==> src/hw/rtl/orl_pkg.sv <==
// ----------------------------------------------------------------------------
// orl_pkg
// types and constants of the output rate limiter
// ----------------------------------------------------------------------------
`timescale 1ns / 1ps

package orl_pkg;

  localparam logic       OP_SEND         = 1'b0;
  localparam logic       OP_TICK         = 1'b1;

  localparam logic [15:0] GAP_RESET      = 16'd150;
  localparam logic [7:0]  LED_MASK       = 8'h1E;
  localparam logic [7:0]  ALL_OFF_FLAG   = 8'h20;
  localparam logic [7:0]  RUMBLE_DURATION = 8'hFE;

  localparam int          PADDR_W        = 3;
  localparam logic [PADDR_W-1:0] REG_MIN_GAP = 3'd0;

  typedef struct packed {
    logic        opcode;
    logic [31:0] now_ms;
    logic [7:0]  led_bits;
    logic [7:0]  left_force;
    logic [7:0]  right_force;
    logic        link_accepts;
  } orl_in_t;

  typedef struct packed {
    logic       send_valid;
    logic [7:0] out_led_bitmap;
    logic [7:0] out_right_duration;
    logic [7:0] out_right_force;
    logic [7:0] out_left_duration;
    logic [7:0] out_left_force;
    logic       pending_after;
  } orl_out_t;

endpackage

==> src/hw/rtl/output_rate_limiter_latest_wins.sv <==
// ----------------------------------------------------------------------------
// output_rate_limiter_latest_wins
// throttles led and rumble output packets, one latest-wins pending slot
// ----------------------------------------------------------------------------
//
//  channel   handshake                  payload      direction
//  in        in_valid / in_ready        orl_in_t     request or tick in
//  out       out_valid / out_ready      orl_out_t    one result per request
//  cfg       psel/penable/pwrite/pready paddr/pwdata min_gap_ms register
//
//  one request per cycle while the out channel is not stalled; each result
//  appears in the output register in the cycle after its request is taken
//  the output register is the only stage: a new request is taken whenever
//  the register is empty or its result leaves in the same cycle
//  a stalled out channel holds the result and stops intake until taken
//  rst (synchronous) clears the slot, the last send time and the output
//  valid, and loads min_gap_ms with 150
//
`timescale 1ns / 1ps

module output_rate_limiter_latest_wins (
  input  logic                           clk,
  input  logic                           rst,
  // request channel
  input  logic                           in_valid,
  output logic                           in_ready,
  input  orl_pkg::orl_in_t               in_data,
  // result channel
  output logic                           out_valid,
  input  logic                           out_ready,
  output orl_pkg::orl_out_t              out_data,
  // configuration port
  input  logic                           psel,
  input  logic                           penable,
  input  logic                           pwrite,
  input  logic [orl_pkg::PADDR_W-1:0]    paddr,
  input  logic [31:0]                    pwdata,
  output logic [31:0]                    prdata,
  output logic                           pready
);

  // configuration register
  logic [15:0] min_gap_ms;

  // limiter state
  logic [31:0] last_send_time;
  logic        slot_full;
  logic [7:0]  slot_leds;
  logic [7:0]  slot_left_force;
  logic [7:0]  slot_right_force;

  // per-request decode
  logic        accept;
  logic [31:0] elapsed;
  logic        gap_clear;
  logic        fire;
  logic        slot_full_next;
  logic [7:0]  pkt_leds;
  logic [7:0]  pkt_left;
  logic [7:0]  pkt_right;
  orl_pkg::orl_out_t result_next;

  // apb: always ready, write in the access phase
  assign pready = 1'b1;

  always_ff @(posedge clk) begin
    if (rst) begin
      min_gap_ms <= orl_pkg::GAP_RESET;
    end else if (psel && penable && pwrite && pready && (paddr == orl_pkg::REG_MIN_GAP)) begin
      min_gap_ms <= pwdata[15:0];
    end
  end

  always_comb begin
    prdata = 32'd0;
    if (paddr == orl_pkg::REG_MIN_GAP) begin
      prdata = {16'd0, min_gap_ms};
    end
  end

  // output register empties or drains this cycle
  assign in_ready = !out_valid || out_ready;
  assign accept   = in_valid && in_ready;

  // wrapping difference; zero last time means nothing sent yet
  assign elapsed   = in_data.now_ms - last_send_time;
  assign gap_clear = (last_send_time == 32'd0) || (elapsed >= {16'd0, min_gap_ms});

  // a tick only fires with something in the slot
  assign fire = gap_clear && in_data.link_accepts &&
                ((in_data.opcode == orl_pkg::OP_SEND) || slot_full);

  // packet source: fresh request or the slot contents
  always_comb begin
    if (in_data.opcode == orl_pkg::OP_SEND) begin
      pkt_leds  = in_data.led_bits;
      pkt_left  = in_data.left_force;
      pkt_right = in_data.right_force;
    end else begin
      pkt_leds  = slot_leds;
      pkt_left  = slot_left_force;
      pkt_right = slot_right_force;
    end
  end

  // slot occupancy after this request
  always_comb begin
    slot_full_next = slot_full;
    if (in_data.opcode == orl_pkg::OP_SEND) begin
      if (!fire) begin
        slot_full_next = 1'b1;   // refused or too soon: newest request wins
      end
    end else if (fire) begin
      slot_full_next = 1'b0;     // drained by tick
    end
  end

  // result; packet fields stay zero when nothing goes out
  always_comb begin
    result_next = '0;
    if (fire) begin
      result_next.send_valid     = 1'b1;
      result_next.out_led_bitmap = ((pkt_leds & orl_pkg::LED_MASK) == 8'd0) ?
                                   (pkt_leds | orl_pkg::ALL_OFF_FLAG) : pkt_leds;
      result_next.out_right_duration = (pkt_right != 8'd0) ? orl_pkg::RUMBLE_DURATION : 8'd0;
      result_next.out_right_force    = pkt_right;
      result_next.out_left_duration  = (pkt_left != 8'd0) ? orl_pkg::RUMBLE_DURATION : 8'd0;
      result_next.out_left_force     = pkt_left;
    end
    result_next.pending_after = slot_full_next;
  end

  // state update on each accepted request
  always_ff @(posedge clk) begin
    if (rst) begin
      last_send_time   <= 32'd0;
      slot_full        <= 1'b0;
      slot_leds        <= 8'd0;
      slot_left_force  <= 8'd0;
      slot_right_force <= 8'd0;
    end else if (accept) begin
      slot_full <= slot_full_next;
      if (fire) begin
        last_send_time <= in_data.now_ms;
      end
      if ((in_data.opcode == orl_pkg::OP_SEND) && !fire) begin
        slot_leds        <= in_data.led_bits;
        slot_left_force  <= in_data.left_force;
        slot_right_force <= in_data.right_force;
      end
    end
  end

  // output register
  always_ff @(posedge clk) begin
    if (rst) begin
      out_valid <= 1'b0;
    end else if (accept) begin
      out_valid <= 1'b1;
    end else if (out_ready) begin
      out_valid <= 1'b0;
    end
  end

  always_ff @(posedge clk) begin
    if (accept) begin
      out_data <= result_next;
    end
  end

endmodule

==> config.mk <==
export PLATFORM = sky130hd
export DESIGN_NAME = output_rate_limiter_latest_wins
export DESIGN_NICKNAME = d
export VERILOG_FILES = /design/src/hw/rtl/orl_pkg.sv /design/src/hw/rtl/output_rate_limiter_latest_wins.sv
export SDC_FILE = /design/constraint.sdc
export NUM_CORES = 1
export LEC_CHECK = 0
export ABC_AREA = 1
export ABC_CLOCK_PERIOD_IN_PS = 5150
export BUFFER_PORTS_ARGS = -buffer_cell sky130_fd_sc_hd__buf_4
export CELL_PAD_IN_SITES_DETAIL_PLACEMENT = 0
export CELL_PAD_IN_SITES_GLOBAL_PLACEMENT = 2
export CORE_MARGIN = 2
export CORE_UTILIZATION = 29
export CTS_CLUSTER_SIZE = 10
export DETAILED_ROUTE_END_ITERATION = 10
export GPL_TIMING_DRIVEN = 0
export MAX_ROUTING_LAYER = met4
export PLACE_DENSITY = 0.78
export SLEW_MARGIN = 30
export SYNTH_ARGS = -nofsm -noshare
export SYNTH_HDL_FRONTEND = slang
export SYNTH_SLANG_ARGS = --single-unit
==> constraint.sdc <==
create_clock -name clk -period 5.15 [get_ports clk]
set_clock_uncertainty 0.15 [all_clocks]
set_input_delay 1.03 -clock clk [delete_from_list [all_inputs] [get_ports clk]]
set_output_delay 1.03 -clock clk [all_outputs]
set_load 0.005 [all_outputs]
==> flow_summary_export.csv, run 1 <==
group,metric,value,unit
sta,hold_slack,313,ps
cells_and_area,nNetsFinal,1465,
global_route,gr-usage-all-layers,17.7,%
placement,dpl_cell_area,0.00898,sq mm
cells_and_area,multi_input_area,0.00405,sq mm
global_route,grt_pass1_vias,6841,
placement,globalplace.congestion,0.865,
floorplanning,coreArea,0.0252,sq mm
cells_and_area,final_common_cell,"nand2_1",
status,status,"completed",
drt,routed_wirelength,22900,um
setup_path,worstPathCellList,"buf_4 -> ha_1 -> nand2_1 -> nor2_1 -> nand2_1 -> nand2_2 -> nand2_1 -> nand2_1 -> xor2_1 -> ha_1 -> a21oi_1 -> o31ai_1 -> nor2_1 -> nand2_1 -> nor2_1 -> nand2_1 -> nor2_1 -> nand2_1 -> nor2_2 -> nand2_4 -> nand3_2 -> buf_2 -> nor2_1",
setup_path,cpMostUsedCell,"nand2_1",
floorplanning,start_util,29.6,%
clock_network,post_cts_buffers,0,
cells_and_area,area_growth,24.6,%
synthesis,ys_seq_area_share,31.2,%
global_route,grt_remaining_overflow,0,
clock_network,worstSkewPairLatency,350,ps
min_path,hp-start,"slot_leds[0]",
setup_path,ff2ff_setup_slack,1110,ps
setup_path,cp_slowest_cell,"ha_1",
global_route,grt_max_degree,31,
setup_path,end_kind,"flip-flop",
drt,firstDrtPassIters,5,
cells_and_area,seq_area,0.00232,sq mm
synthesis,async_reset_ff_share,0,%
min_path,worst_hold_path.endpoint,"slot_leds[0]",
setup_path,r2r_start,"last_send_time[4]",
sta,slew_violations,0,
setup_path,crit_arrival,4410,ps
clock_network,clk_pin_slew_worst_paths,80,ps
power,ir_drop,0.153,mV
cells_and_area,nFillCells,2784,
sta,max_freq,224,MHz
sta,setup_violations,0,
floorplanning,num_io_pins,177,
cells_and_area,antenna-diode-count,0,
synthesis,ys_types,40,
min_path,hold_depth,2,
setup_path,path_class,"in -> reg",
setup_path,worstPathBufferInverterCount,2,
synthesis,yosys_warnings,0,
placement,dp_hpwl,19300,um
floorplanning,fp.dieH,164,um
sta,final.setup.tns,0,ps
setup_path,reg2reg_to,"out_data[22]",
placement,dpl.cell_count,1636,
sta,hold_viol,0,
synthesis,synth_edf_count,28,
setup_path,crit_fanout,10,
synthesis,syn_area,0.00745,sq mm
global_route,grt_pass1_wl,35900,um
job,drv_cap,0,
cells_and_area,drive_above_1_share,17.0,%
setup_path,slowest_delay,370,ps
placement,portBuffers,141,
sta,rsz0062_at_grt,"false",
clock_network,clock_sinks,102,
drt,viasPerCell,4.35,
clock_network,htreeDepth,3,
setup_path,startpoint_type,"primary input",
sta,slew_headroom,52.8,%
global_route,grt_antenna_before_repair,0,
drt,num_vias,7186,
sta,worst_slew_pin_slew,708,ps
clock_network,ctsHoldBuffers,0,
sta,min_period_over_period,86.6,%
drt,wl_per_cell,13.9,um
synthesis,synth_flop_cell,"dfxtp_1",
cells_and_area,layout.cells.non_filler,1652,
synthesis,netlist_instances,1148,
synthesis,ys_seq_elements,102,
power,p_per_area,245,mW/mm^2
clock_network,ctsLongestPathBuffers,2,
floorplanning,die_x,164,um
clock_network,cts-buffers-inserted,9,
cells_and_area,layout_common_cells,"nand2_1, inv_1, buf_4",
setup_path,cp_top_family,"simple AND/OR/NAND/NOR gates",
drt,ant_nets,0,
sta,period_minus_slack,4460,ps
clock_network,cts_root_buf,"clkbuf_16",
drt,initialDrtViolationCount,322,
floorplanning,fp.dieArea,0.0270,sq mm
power,power.leakage,0.00496,uW
drt,remaining_drc_errors,0,
min_path,hp-class,"reg -> reg",
cells_and_area,final_area,0.00928,sq mm
setup_path,reg2regPathDepth,23,
clock_network,cts_resized,0,
setup_path,worstPathRequired,5100,ps
clock_network,cts_tree,"built",
floorplanning,placementRows,58,
synthesis,synth.avg_cell_area,6.49,sq um
==> worst max-delay path by stage <==
| stage | startpoint | endpoint | slack (ps) | cells past startpoint |
|---|---|---|---|---|
| 2_1_floorplan | in_data[25] | out_data[5] | 1190 | 23 |
| 3_3_place_gp | in_data[33] | out_data[21] | 220 | 23 |
| 3_5_place_dp | in_data[33] | out_data[37] | 220 | 23 |
| 4_1_cts | in_data[33] | out_data[22] | 590 | 23 |
| 5_1_grt | in_data[29] | out_data[23] | 240 | 23 |
| 6_report | in_data[29] | out_data[22] | 690 | 23 |
==> cell usage after synthesis, types with 2 or more instances <==
cell	n	share of area, %
o21ai_0	19	1.3
inv_1	185	9.3
dfxtp_1	74	20
nor2_1	160	8.1
mux2i_1	20	2.7
nand2_1	347	17
ha_1	47	7.9
clkinv_1	2	0.10
edfxtp_1	28	11
nand4_1	20	1.7
conb_1	2	0.10
nor2_2	6	0.50
buf_6	10	1.5
nor3_1	5	0.34
clkbuf_1	12	0.60
nand2_2	3	0.25
nand3b_1	3	0.30
buf_4	31	3.1
and2_1	2	0.17
buf_2	5	0.34
inv_2	5	0.25
nand3_1	62	4.2
xor2_1	14	1.6
nand2_4	2	0.30
a21oi_1	69	4.6
==> logic make-up after synthesis <==
logic type / Yosys count / synth area share (%)
simple gates: 615 / 34.2
other cells: 2 / 0.101
mux: 20 / 2.69
xor+xnor: 15 / 1.76
compound gates: 96 / 6.69
flops: 102 / 31.2
fa+ha+maj: 48 / 8.16
buf+inv: 250 / 15.3
==> sequential cells by signal, indices dropped and copies added (netlist names) <==
name and count:
slot_right_force 8, min_gap_ms 16, slot_left_force 8, slot_leds 8, last_send_time 32, out_valid 1, slot_full 1, out_data 28
==> final cells by class <==
| class | count | area share (%) |
|---|---|---|
| Clock buffer | 9 | 2.43 |
| Sequential cell | 102 | 25.0 |
| Clock inverter | 7 | 0.809 |
| Inverter | 192 | 7.76 |
| Timing Repair Buffer | 141 | 11.4 |
| Buffer | 58 | 4.47 |
| Multi-Input combinational cell | 813 | 43.7 |
| Tap cell | 330 | 4.45 |
==> per-layer routing <==
metal	global-route usage (%)	vias up	share of wire [%]	wire length, um
li1	-	3841	-	-
met1	22.6	3191	48	11000
met2	29.4	139	46	10500
met3	2.58	15	4.7	1070
met4	3.95	0	1.3	289
met5	-	-	0	0
==> metrics by stage <==
step	util, %	setup WS, ps	total power, uW
2_1_floorplan	-	1190	1350
3_3_place_gp	35.7	215	1610
3_5_place_dp	35.7	217	1610
4_1_cts	36.9	588	2310
5_1_grt	36.9	242	2440
6_report	36.9	689	2280
==> power by group <==
group	switching, uW	internal, uW	leakage, uW
clock network	348	345	0.000144
logic	426	280	0.00393
registers	13.4	863	0.000885
==> worst min-delay path: stages (launching register included) <==
cell and delay (ps):
dfxtp_1 310, nand2_1 60, a21oi_1 50
(Power assumes the default switching activity.)
==> run 2, diff against run 1 <==
- REMOVE_ABC_BUFFERS: unset -> 1
==> run 2 against run 1 <==
  * Clock power is 5.1% higher
  * Clock-buffer cell count stayed put
  * Sequential share of layout area grew 1.0 points
  * Via count fell by 4.6%
  * Non-clock buffer count is 56 lower
  * Cell area fell by 3.9%
==> flow_summary_export.csv, run 2 (same netlist as run 1, synthesis figures left out) <==
group,metric,value,unit
global_route,grt_max_degree,65,
sta,min_period_over_period,85.9,%
drt,viasPerCell,4.30,
power,ir_drop,0.175,mV
cells_and_area,seq_area,0.00232,sq mm
setup_path,cpMostUsedCell,"nand2_1",
global_route,met3_usage,2.35,%
clock_network,cts-buffers-inserted,9,
power,intPower,1470,uW
cells_and_area,largestRegisters,"last_send_time (32), out_data (28), min_gap_ms (16)",
sta,final.setup.tns,0,ps
drt,num_vias,6857,
status,status,"completed",
clock_network,clock_sinks,102,
drt,firstDrtPassIters,4,
clock_network,clk_pin_slew_worst_paths,80,ps
global_route,grt_remaining_overflow,0,
drt,wl_per_cell,13.2,um
floorplanning,num_io_pins,177,
min_path,hp-class,"reg -> reg",
floorplanning,coreArea,0.0252,sq mm
cells_and_area,nNetsFinal,1409,
setup_path,worstPathRequired,5080,ps
setup_path,slowest_delay,460,ps
setup_path,crit_arrival,4360,ps
sta,rsz0062_at_grt,"false",
drt,ant_nets,0,
setup_path,path_class,"in -> reg",
clock_network,post_cts_buffers,0,
placement,portBuffers,141,
global_route,met1_usage,21.6,%
floorplanning,fp.dieH,164,um
clock_network,ctsHoldBuffers,0,
global_route,grt_pass1_vias,6197,
sta,max_freq,226,MHz
clock_network,cts_tree,"built",
cells_and_area,drive_above_1_share,14.5,%
cells_and_area,area_growth,19.8,%
placement,globalplace.congestion,0.826,
sta,period_minus_slack,4430,ps
power,comb_power_share,29.0,%
setup_path,worstPathCellList,"buf_4 -> inv_1 -> ha_1 -> fa_1 -> inv_1 -> nand2_1 -> nand3_1 -> nand2_1 -> nand2_2 -> xor2_1 -> ha_1 -> inv_1 -> o31ai_1 -> nor2_1 -> nand2_1 -> nor2_1 -> nand2_1 -> nor2_1 -> nand2_1 -> nor2_2 -> nand2_4 -> nand3_2 -> a21oi_1",
clock_network,worstSkewPairLatency,360,ps
cells_and_area,antenna-diode-count,0,
global_route,grt.busiest_layer,"met2",
job,drv_cap,0,
placement,dp_worst_setup_slack,121,ps
floorplanning,start_util,29.6,%
drt,remaining_drc_errors,0,
sta,worst_slew_pin_slew,890,ps
global_route,grt_pass1_wl,32800,um
power,netSwitchingFraction,34.9,%
floorplanning,fp.dieArea,0.0270,sq mm
setup_path,cp_slowest_cell,"fa_1",
drt,initialDrtViolationCount,391,
global_route,gr-usage-met2,25.4,%
clock_network,htreeDepth,3,
placement,dpl.cell_count,1579,
drt,routed_wirelength,21000,um
clock_network,cts_resized,0,
floorplanning,die_x,164,um
power,power.switching,789,uW
clock_network,cts_root_buf,"clkbuf_16",
cells_and_area,final_area,0.00892,sq mm
power,clockPowerShare,32.2,%
cells_and_area,layout_common_cells,"nand2_1, inv_1, nor2_1",
setup_path,crit_fanout,27,
cells_and_area,nFillCells,2810,
cells_and_area,layout.cells.non_filler,1596,
sta,slew_violations,0,
cells_and_area,largest_register_ffs,32,
setup_path,end_kind,"flip-flop",
sta,finalWorstSetupSlack,725,ps
setup_path,cp_top_family,"simple AND/OR/NAND/NOR gates",
floorplanning,placementRows,58,
sta,setup_violations,0,
sta,slew_headroom,40.5,%
cells_and_area,largest-register,"last_send_time",
placement,dp_hpwl,16700,um
clock_network,ctsLongestPathBuffers,2,
power,p_seq_share,38.8,%
cells_and_area,final_common_cell,"nand2_1",
cells_and_area,multi_input_area,0.00406,sq mm
global_route,grt_antenna_before_repair,0,
power,p_per_area,253,mW/mm^2
setup_path,worstPathBufferInverterCount,4,
global_route,gr-usage-all-layers,16.0,%
power,power.leakage,0.00473,uW
setup_path,startpoint_type,"primary input",
sta,hold_viol,0,
placement,dpl_cell_area,0.00860,sq mm
[run 2: final cells by class]
class | count | area share (%)
Sequential cell | 102 | 26.0
Multi-Input combinational cell | 813 | 45.5
Inverter | 192 | 8.09
Clock buffer | 9 | 2.52
Clock inverter | 7 | 0.911
Timing Repair Buffer | 143 | 12.3
Tap cell | 330 | 4.63
[run 2: metrics by stage]
stage / util [%] / total power [uW] / hold slack (ps)
after CTS: 35.4 / 2310 / 314
after global placement: 34.0 / 1560 / 298
after global routing: 35.4 / 2430 / 333
after floorplan: - / 1320 / 285
after detailed placement: 34.1 / 1560 / 303
final: 35.4 / 2260 / 316
[run 2: power by group through the flow]
stage	Clock, uW	Combinational [uW]	Sequential, uW
6_report	728	654	877
2_1_floorplan	0	419	897
3_5_place_dp	0	666	896
4_1_cts	759	669	877
3_3_place_gp	0	661	895
5_1_grt	791	760	881
[run 2: metal layers]
layer	vias to the layer above	part of all wire [%]
li1	3747	-
met1	2970	50
met2	129	45
met3	11	4.0
met4	0	0.80
met5	-	0
[run 2: final timing paths]
check / from / end / slack (ps) / cells past startpoint
max: in_data[25] / out_data[33] / 720 / 23
min: slot_leds[6] / slot_leds[6] / 320 / 2
max reg2reg: last_send_time[13] / out_data[33] / 1200 / 24
min reg2reg: slot_leds[6] / slot_leds[6] / 320 / 2
[run 2: worst register-to-register path, stage by stage, from the launching register on]
cell,delay (ps)
dfxtp_1,310
inv_1,60
ha_1,380
nand2_1,170
inv_1,90
nand2_1,50
nand2_1,120
inv_1,60
nand2_1,90
inv_1,40
nand2_1,140
xor2_1,200
ha_1,260
a21oi_1,130
o31ai_1,90
nor2_1,110
nand2_1,50
nor2_1,130
nand2_1,70
nor2_1,100
nand2_1,70
nor2_2,160
nand2_4,120
nand3_2,450
a21oi_1,100
